$ cat config.mk
export PLATFORM = sky130hd
export DESIGN_NAME = rsu_cell
export DESIGN_NICKNAME = d
export VERILOG_FILES = /design/src/rtl/core/record_sort_unique_defines.svh /design/src/rtl/core/rsu_pkg.sv /design/src/rtl/core/rsu_cell.sv
export SDC_FILE = /design/constraint.sdc
export NUM_CORES = 1
export LEC_CHECK = 0
export BUFFER_PORTS_ARGS = -buffer_cell sky130_fd_sc_hd__buf_2
export CORE_AREA = 2 2 257 259
export DETAILED_ROUTE_END_ITERATION = 6
export DIE_AREA = 0 0 259 261
export PLACE_DENSITY = 0.45
export SETUP_SLACK_MARGIN = 0.3
export SLEW_MARGIN = 20
export SYNTH_ARGS = -nofsm -noshare
export SYNTH_HDL_FRONTEND = slang
export SYNTH_SLANG_ARGS = --single-unit
$ cat constraint.sdc
create_clock -name i_clk -period 13.4 [get_ports i_clk]
set_clock_uncertainty 0.1 [all_clocks]
set_input_delay 2.68 -clock i_clk [delete_from_list [all_inputs] [get_ports i_clk]]
set_output_delay 2.68 -clock i_clk [all_outputs]
set_load 0.01 [all_outputs]
$ cat src/rtl/core/record_sort_unique_defines.svh
// assertion macros used by the record_sort_unique rtl
// expects i_clk and i_rst_n in the scope of each use
`ifndef RECORD_SORT_UNIQUE_DEFINES_SVH
`define RECORD_SORT_UNIQUE_DEFINES_SVH

// property checked on every clock edge out of reset
`define RSU_ASSERT_ALWAYS(lbl, prop, msg) \
    lbl: assert property (@(posedge i_clk) disable iff (!i_rst_n) (prop)) else $error(msg);

// condition in one cycle implies a property in the same cycle
`define RSU_ASSERT_SAME(lbl, ante, cons, msg) \
    lbl: assert property (@(posedge i_clk) disable iff (!i_rst_n) (ante) |-> (cons)) else $error(msg);

// condition in one cycle implies a property in the next cycle
`define RSU_ASSERT_NEXT(lbl, ante, cons, msg) \
    lbl: assert property (@(posedge i_clk) disable iff (!i_rst_n) (ante) |=> (cons)) else $error(msg);

`endif

$ cat src/rtl/core/rsu_pkg.sv
// shared types, constants and helpers for record_sort_unique
// no dependencies
package rsu_pkg;

    localparam int CAPACITY_DEF         = 256;
    localparam int MAX_RECORD_BYTES_DEF = 20;
    localparam int FULL_RECORD_BYTES    = 20;
    localparam int REC_BITS             = 8 * FULL_RECORD_BYTES;
    localparam int CNT_OUT_W            = 9;

    localparam logic OP_INSERT = 1'b0;
    localparam logic OP_DRAIN  = 1'b1;

    localparam logic [2:0] STAT_INSERTED  = 3'd0;
    localparam logic [2:0] STAT_DUPLICATE = 3'd1;
    localparam logic [2:0] STAT_FULL      = 3'd2;
    localparam logic [2:0] STAT_DRAINED   = 3'd3;
    localparam logic [2:0] STAT_EMPTY     = 3'd4;

    typedef struct packed {
        logic        operation;
        logic [63:0] key_high;
        logic [63:0] key_mid;
        logic [31:0] key_low;
    } t_item;

    typedef struct packed {
        logic [2:0]           status;
        logic [63:0]          out_high;
        logic [63:0]          out_mid;
        logic [31:0]          out_low;
        logic                 is_last;
        logic [CNT_OUT_W-1:0] stored_count;
    } t_result;

    // per-cycle commands broadcast to every cell of the chain
    typedef struct packed {
        logic cmp;
        logic ins;
        logic drn;
    } t_cell_ctl;

    // byte j (byte 0 at the top) is kept when j is below the length
    function automatic logic [REC_BITS-1:0] byte_mask(input logic [4:0] len);
        logic [REC_BITS-1:0] mask;
        mask = '0;
        for (int j = 0; j < FULL_RECORD_BYTES; j++) begin
            if (5'(j) < len) begin
                mask[REC_BITS-1-8*j -: 8] = 8'hFF;
            end
        end
        return mask;
    endfunction

endpackage

$ cat src/rtl/core/rsu_cell.sv
// one cell of the sorted record chain: holds one record and its compare flags
// depends on rsu_pkg
module rsu_cell
    import rsu_pkg::*;
#(
    parameter int INDEX = 0,
    parameter int RW    = REC_BITS,
    parameter int CW    = 9
) (
    input  logic          i_clk,
    input  logic          i_rst_n,
    input  t_cell_ctl     i_ctl,
    input  logic [CW-1:0] i_count,
    input  logic [RW-1:0] i_key,
    input  logic [RW-1:0] i_left_rec,
    input  logic [RW-1:0] i_right_rec,
    input  logic          i_left_gt,
    output logic [RW-1:0] o_rec,
    output logic          o_gt,
    output logic          o_eq
);

    localparam logic [CW-1:0] MY_IDX = CW'(INDEX);

    logic [RW-1:0] r_rec;
    logic [RW-1:0] n_rec;
    logic          r_gt;
    logic          n_gt;
    logic          r_eq;
    logic          n_eq;
    logic          w_occ;

    assign w_occ = (MY_IDX < i_count);

    always_comb begin
        n_gt = r_gt;
        n_eq = r_eq;
        if (i_ctl.cmp) begin
            n_gt = w_occ && (i_key > r_rec);
            n_eq = w_occ && (i_key == r_rec);
        end
    end

    // insert: cells below the key keep, the first other cell takes the key,
    // the rest move one place up; drain: everything moves one place down
    always_comb begin
        n_rec = r_rec;
        if (i_ctl.ins) begin
            if (r_gt) begin
                n_rec = r_rec;
            end else if (i_left_gt) begin
                n_rec = i_key;
            end else begin
                n_rec = i_left_rec;
            end
        end else if (i_ctl.drn) begin
            n_rec = i_right_rec;
        end
    end

    always_ff @(posedge i_clk) begin
        r_rec <= n_rec;
        if (!i_rst_n) begin
            r_gt <= 1'b0;
            r_eq <= 1'b0;
        end else begin
            r_gt <= n_gt;
            r_eq <= n_eq;
        end
    end

    assign o_rec = r_rec;
    assign o_gt  = r_gt;
    assign o_eq  = r_eq;

endmodule
==> metrics.csv, run 1 <==
metric,value,unit
status,finished clean,
largest net degree at the start of global routing,96,
hold crit path type,reg2reg,
H-tree lvl count,4,
"Max FO, Critical Path",3,
Detail Placement HPWL,42.12,mm
WHS Endpoint,o_eq,
cell taking the most area after synthesis,edfxtp_1,
Yosys warnings,0,
Pleak,8.636,nW
"Hold Vio Cnt, Final",0,
Total GRT Usage,14.19,%
CTS tree,built,
Root Buffer Master,clkbuf_16,
io pins,657,
filler cell count,7096,
Die X-Extent,259,um
VDD IR max,0.09153,mV
startpoint types,input pin,
Area Growth Syn to Fin,39.83,%
P per Cell Area,96.77,mW/mm^2
Commonest cells post-synth,"a21oi_1 (220), nor2_1 (180), inv_1 (162), mux2i_1 (161)",
Starting Density,18.80,%
Iteration-0 DRC Markers,496,
first-pass GRT wire length,71.19,mm
"Net Count, Synth",1943,
footprint of the multi-input gates,0.006579,mm^2
most numerous cell in the Yosys netlist,a21oi_1,
clk slew on worst S/H paths,60,ps
final setup fails,0,
Vias/cell,4.234,
port bufs,656,
fmax,198.5,MHz
register area,0.004845,mm^2
post-layout min period,5038,ps
Final Routed Wirelength,49.78,mm
number of CTS-inserted buffers,17,
post-synthesis cell area,0.01223,mm^2
final cell count without fillers,2797,
initial antenna violation count,7,
Post-CTS Setup Repair Bufs,0,
number of global-route vias before repair,11910,
Gate Count Post-Synth,1288,
Setup crit end kind,flip-flop,
Worst R2R Path Depth,10,
"Clk Latency, worst-skew pair",470,ps
Post-synth EDFFs,160,
hold path start,o_eq,
Placement Rows,94,
number of cells on the worst hold path,2,
Synth Register Bits,162,
Synth Flop Type,edfxtp_1,
Overflow after GRT,0,
Final Util,26.28,%
post-synth top area share,39.30,%
die area,0.06760,mm^2
Worst EP arrival,5280,ps
period utilisation layout,37.60,%
ys async rst share,0,%
die height,261,um
unrepaired setup endpoints after global routing,false,
Worst Tran Pin Value,1036,ps
Cells after DPL,2763,
TritonRoute pass-1 iters,5,
MaxCap Viol Count,0,
worst reg2reg startpoint,o_rec[71],
GPL Wtd Cong,0.9089,
Rel. slew slack,30.96,%
DR DRC count,0,
Synth cell types,47,
total number of vias,11840,
mean post-synth cell area,9.492,um^2
Setup Crit Path Kind,in2reg,
clk sinks,162,
hold buffers post-CTS,0,
CTS Buffer Depth,2,
post-cts sizing count,0,
flop2flop setup slack,10280,ps
ANT nets after route,0,
Layout Nets,2573,
"Slew Viols, Final",0,
sequential area share after synthesis,39.63,%
CORE AREA,0.06504,mm^2
largest cells by area after synthesis,"edfxtp_1 (39%), ha_1 (16%), mux2i_1 (13%)",
Worst EP required,13650,ps
layout cells sized above 1,36.46,%
wire per inst,17.80,um
Setup TNS,0,ps
worst reg2reg endpoint,o_gt,
==> layout by cell type, fill, tap and decap left out, types with 3 or more instances in the layout <==
cell type,synthesis,layout
bufinv_16,0,3
a221oi_1,3,3
and4_1,8,8
inv_1,162,162
a211oi_1,5,5
edfxtp_1,160,160
a221o_1,3,3
o21ai_1,5,5
nand2_1,36,36
nor3_1,10,10
clkbuf_16,0,17
nand2b_1,3,3
nand4_1,25,25
buf_4,0,9
ha_1,160,160
mux2i_1,161,160
o211ai_1,5,5
nor2_1,180,180
a21oi_1,220,220
buf_2,3,654
nor2b_1,7,7
nand3_1,13,13
nor4_1,5,5
inv_6,0,3
a21o_1,6,6
o21ai_0,23,23
clkinv_4,0,3
a211o_1,4,4
==> worst max-delay path by stage <==
stage / startpoint / to / slack (ps) / depth (start not counted)
after global routing: i_key[71] / o_gt / 8140 / 10
after global placement: i_key[71] / o_gt / 7720 / 10
final: i_key[71] / o_gt / 8360 / 10
after detailed placement: i_key[71] / o_gt / 7690 / 10
after CTS: i_key[71] / o_gt / 8220 / 10
after floorplan: i_ctl[1] / o_rec[0] / 1250 / 3
==> per-layer routing <==
metal / global-route usage [%] / share of wire (%) / vias up / routed length (um)
met2: 24.93 / 49 / 472 / 24500
li1: - / - / 5902 / -
met1: 16.17 / 40 / 5393 / 20030
met4: 5.507 / 3.0 / 6 / 1479
met5: 0 / 0.088 / - / 44
met3: 4.210 / 7.5 / 69 / 3723
==> cell type report <==
class / instances / share of cell area, %
clock inverters: 14 / 1.039
repair buffers: 665 / 19.72
multi-input cells: 910 / 38.48
diodes: 2 / 0.02928
well taps: 864 / 6.324
clock buffers: 18 / 2.510
flip-flops and latches: 162 / 28.34
inverters: 162 / 3.557
==> critical path, stage by stage <==
cell,delay (ps)
buf_2,110
ha_1,340
a21oi_2,120
o21ai_1,80
a221o_1,370
a211o_1,290
a2111oi_2,790
o31ai_1,180
o21ai_1,220
a21oi_1,90
==> stage by stage <==
| step | area [um^2] | hold slack [ps] | power, mW | setup slack, ps |
|---|---|---|---|---|
| floorplan | 12230 | 387.9 | 0.9180 | 1247 |
| global placement | 16480 | 424.5 | 1.139 | 7722 |
| detailed placement | 16480 | 431.3 | 1.141 | 7694 |
| CTS | 17090 | 441.3 | 1.690 | 8223 |
| global route | 17090 | 469.9 | 1.762 | 8143 |
| finish | 17100 | 406.8 | 1.654 | 8362 |
==> cell families (layout without fill, tap and decap cells) <==
family,count (synthesis),count (layout),synth area share (%)
AND/OR/NAND/NOR,297,297,11.04
AO/OA/AOI/OAI,292,292,13.11
buffers and inverters,216,859,6.662
flip-flops,162,162,39.63
multiplexers,161,161,13.18
adder cells (fa/ha/maj),160,160,16.37
other,0,2,0
==> registers in the layout, summed over array words and instances (netlist names) <==
| signal | count |
|---|---|
| o_rec | 160 |
| o_eq | 1 |
| o_gt | 1 |
==> power breakdown <==
part	switching, mW	internal [mW]
Sequential	0.0295	0.625
Combinational	0.268	0.201
Clock	0.235	0.296
Total	0.533	1.12
No activity file was read; power rests on OpenSTA's default activity.
==> run 2, diff against run 1 <==
- CORE_AREA: 2 2 257 259 -> 2 2 254 256
- DIE_AREA: 0 0 259 261 -> 0 0 256 258
- PLACE_DENSITY: 0.45 -> 0.47
- clock period: 13.4 -> 4.5 ns (I/O delays scaled with it)
==> metrics.csv, run 2 (synthesized netlist as in run 1, its figures left out) <==
metric,value,unit
status,finished clean,
P per Cell Area,287.1,mW/mm^2
unrepaired setup endpoints after global routing,false,
ANT nets after route,0,
TritonRoute pass-1 iters,5,
Stages on worst setup path,11,
"Largest delay share family, worst path",simple AND/OR/NAND/NOR gates,
DR DRC count,0,
WHS Endpoint,o_eq,
Total GRT Usage,15.56,%
clk slew on worst S/H paths,70,ps
clk sinks,162,
MaxCap Viol Count,0,
worst reg2reg endpoint,o_gt,
delay of the slowest critical-path stage,640,ps
period utilisation layout,73.37,%
largest net degree at the start of global routing,135,
Min Hold Slack,408.6,ps
"Clk Latency, worst-skew pair",470,ps
Setup crit end kind,flip-flop,
Worst Tran Pin Value,927.2,ps
port bufs,656,
io pins,657,
number of CTS-inserted buffers,17,
layout cells sized above 1,36.66,%
placed cell area,0.01655,mm^2
"Design Area, Final",0.01713,mm^2
flop2flop setup slack,1280,ps
"Slew Viols, Final",0,
H-tree lvl count,4,
fmax,302.9,MHz
hold crit path type,reg2reg,
post-cts sizing count,0,
Area Growth Syn to Fin,40.15,%
Placement Rows,93,
Worst EP required,4760,ps
number of cells on the worst hold path,2,
number of global-route vias before repair,12110,
final cell count without fillers,2792,
hold path start,o_eq,
Worst EP arrival,3560,ps
first-pass GRT wire length,76.46,mm
post-layout min period,3302,ps
wire per inst,19.00,um
final setup fails,0,
Iteration-0 DRC Markers,515,
Die X-Extent,256,um
Post-CTS Setup Repair Bufs,0,
total number of vias,11990,
Setup TNS,0,ps
Starting Density,19.21,%
filler cell count,6978,
Cells after DPL,2757,
Rel. slew slack,38.18,%
Setup Crit Path Kind,in2reg,
Layout Nets,2576,
hold buffers post-CTS,0,
initial antenna violation count,13,
Root Buffer Master,clkbuf_16,
startpoint types,input pin,
worst reg2reg startpoint,o_rec[65],
max reg flops,160,
worst path bufs/invs,2,
die height,258,um
PnR worst setup slack,1198,ps
"Hold Vio Cnt, Final",0,
die area,0.06605,mm^2
Pleak,8.660,nW
most frequent cells in the layout,"buf_2 (654), a21oi_1 (220), nor2_1 (180)",
Final Routed Wirelength,53.05,mm
CTS tree,built,
Worst R2R Path Depth,11,
CTS Buffer Depth,2,
CORE AREA,0.06365,mm^2
"Slowest-stage cell, CP",nor4_1,
VDD IR max,0.2728,mV
GPL Wtd Cong,0.9887,
CP Cell Sequence,buf_2 -> ha_1 -> nand4_1 -> nor4_1 -> and2_1 -> nand4_1 -> nor4_1 -> nor2_1 -> o21ai_0 -> buf_4 -> a21oi_1,
Overflow after GRT,0,
"commonest non-fill, non-tap cell in the layout",buf_2,
"Max FO, Critical Path",2,
Vias/cell,4.294,
pre-CTS setup slack,450.7,ps
Detail Placement HPWL,44.69,mm
## run 2: cell types whose count changed in the layout (fill, tap and decap cells not counted), sizes merged
cell    delta
buf        +3
inv        +3
bufinv     -2
clkbuf     -1
diode      +1
## run 2: stage by stage
stage	utilization, %	power, mW
finish	26.92	4.919
global route	26.91	5.219
CTS	26.91	5.033
detailed placement	26.01	3.435
global placement	25.99	3.419
floorplan	-	2.712
## run 2: layer usage
metal  routed length (um)  up-vias  track usage, %
met3                 3864       63           4.545
met1                21150     5545           17.76
met4                 1106       12           4.987
li1                     -     5891               -
met5                   76        -               0
met2                26850      477           27.85
## run 2: worst max-delay path by stage
stage / start / slack, ps / to
after floorplan: i_ctl[1] / -210 / o_rec[0]
after global placement: i_key[65] / 360 / o_gt
after detailed placement: i_key[65] / 450 / o_gt
after CTS: i_key[65] / 1000 / o_gt
after global routing: i_key[65] / 900 / o_gt
final: i_key[65] / 1200 / o_gt
## run 2: area by class of cell
cell class                 count  area, um^2  share of cell area, %
antenna                        3       7.507                0.04381
clock buffer                  17       425.4                  2.483
clock inverter                15       148.9                 0.8690
inverter                     162       608.1                  3.549
multi-input combinational    910        6586                  38.44
sequential                   162        4845                  28.28
tap                          855        1070                  6.244
timing repair buffer         668        3443                  20.10
## run 2: where the power goes
part	leakage (nW)	switching (mW)	total, mW	internal (mW)
Clock	0.278	0.761	1.54	0.779
Sequential	1.60	0.0876	1.95	1.86
Combinational	6.78	0.823	1.43	0.607
## run 2: worst register-to-register path, delay by kind of cell, from the launching register on
kind            cells  cell delay, ps
compound gates      2             190
fa+ha+maj           1             300
buf+inv             2             180
flops               1             400
simple gates        6            1920
==> run 3, diff against run 2 <==
- clock period: 4.5 -> 2.9 ns (I/O delays scaled with it)
==> metrics.csv, run 3 (synthesized netlist as in run 1, its figures left out) <==
metric,value,unit
number of global-route vias before repair,12500,
final setup fails,0,
VDD IR max,0.4506,mV
Final Util,27.89,%
wire per inst,19.10,um
"Slew Viols, Final",0,
Vias/cell,4.295,
Internal Power,5.201,mW
Pleak,8.963,nW
first-pass GRT wire length,78.74,mm
Final Routed Wirelength,54.45,mm
fmax,366.4,MHz
largest net degree at the start of global routing,97,
ANT nets after route,0,
flop2flop setup slack,170,ps
Overflow after GRT,0,
layout cells sized above 1,39.20,%
clk sinks,162,
startpoint types,flip-flop,
Detail Placement HPWL,46.15,mm
GPL Wtd Cong,1.013,
status,finished clean,
MaxCap Viol Count,0,
Rel. slew slack,63.59,%
post-layout min period,2729,ps
Switching Power,2.583,mW
initial antenna violation count,12,
Iteration-0 DRC Markers,506,
placed cell area,0.01698,mm^2
Placement Rows,93,
io pins,657,
number of CTS-inserted buffers,17,
Area Growth Syn to Fin,45.20,%
Worst Tran Pin Value,546.2,ps
"Max FO, Critical Path",3,
Setup crit end kind,flip-flop,
Layout Nets,2632,
Cells after DPL,2807,
"Clk Latency, worst-skew pair",480,ps
"Design Area, Final",0.01775,mm^2
H-tree lvl count,4,
sw frac,33.19,%
Tot Pwr,7.784,mW
Starting Density,19.21,%
hold crit path type,in2reg,
die height,258,um
combinational power share,30.2,%
die area,0.06605,mm^2
final cell count without fillers,2850,
most frequent cells in the layout,"buf_2 (654), a21oi_1 (217), nor2_1 (180)",
period utilisation layout,94.10,%
"Hold Vio Cnt, Final",0,
TritonRoute pass-1 iters,5,
Total GRT Usage,16.10,%
"commonest non-fill, non-tap cell in the layout",buf_2,
CTS tree,built,
P per Cell Area,438.5,mW/mm^2
max reg flops,160,
CORE AREA,0.06365,mm^2
Worst EP required,3170,ps
Worst EP arrival,3000,ps
Setup Crit Path Kind,reg2reg,
hold buffers post-CTS,0,
port bufs,656,
total number of vias,12240,
clock share of power,31.0,%
DR DRC count,0,
CTS Buffer Depth,2,
unrepaired setup endpoints after global routing,true,
Min Hold Slack,292.1,ps
Die X-Extent,256,um
sequential power share,38.8,%
clk slew on worst S/H paths,70,ps
Root Buffer Master,clkbuf_16,
-- run 3: cell count changes in the layout (fill, tap and decap cells not counted), sizes merged --
cell,delta
bufinv,+1
diode,+2
buf,+56
inv,-2
clkinv,+1
clkbuf,+1
clkinvlp,-1
-- run 3: metal layers --
layer / global-route usage (%) / up-vias / wire [um]
met4: 6.384 / 12 / 1572
met5: 0 / - / 78
met3: 4.751 / 65 / 3740
met1: 17.60 / 5689 / 21350
met2: 29.17 / 464 / 27710
li1: - / 6012 / -
-- run 3: stage by stage --
stage	setup slack (ps)	TNS (ps)
3_3_place_gp	-578.0	-835.4
6_report	171.1	0
3_5_place_dp	-564.1	-853.9
2_1_floorplan	-1490	-238390
5_1_grt	34.13	0
4_1_cts	142.5	0
-- run 3: final cells by class --
| cell class | count | area, um^2 |
|---|---|---|
| multi-input combinational | 910 | 6720 |
| timing repair buffer | 724 | 3914 |
| antenna | 5 | 12.51 |
| fill | 7006 | 45900 |
| inverter | 162 | 608.1 |
| clock inverter | 14 | 153.9 |
| sequential | 162 | 4845 |
| clock buffer | 18 | 429.2 |
| tap | 855 | 1070 |
-- run 3: final timing paths --
path                  start    to  cells after the start
hold reg to reg        o_eq  o_eq                      2
setup / recovery  o_rec[77]  o_gt                     11
hold / removal      i_rst_n  o_eq                      2
setup reg to reg  o_rec[77]  o_gt                     11
-- run 3: what timing repair did --
item | CTS | global route
setup endpoints to repair | 2 | 2
gates resized for setup | 17 | 4
buffers inserted | 4 | 2
pin swaps | 15 | 4
-- run 3: critical path, cell delays in order, from the launching register on --
cell	delay [ps]
edfxtp_1	420
inv_2	90
ha_4	200
nand4_1	160
nor2_1	60
a221o_1	360
a211o_1	360
a2111oi_4	310
buf_4	170
o31ai_4	70
o21ai_4	240
a21oi_2	70
-- run 3: power by group through the flow --
stage               sequential [mW]  combinational, mW  clock, mW
floorplan                      3.18               1.02          0
detailed placement             3.08               2.33          0
CTS                            3.03               2.38       2.53
global placement               3.07               2.32          0
global route                   3.05               2.61       2.58
finish                         3.02               2.35       2.41
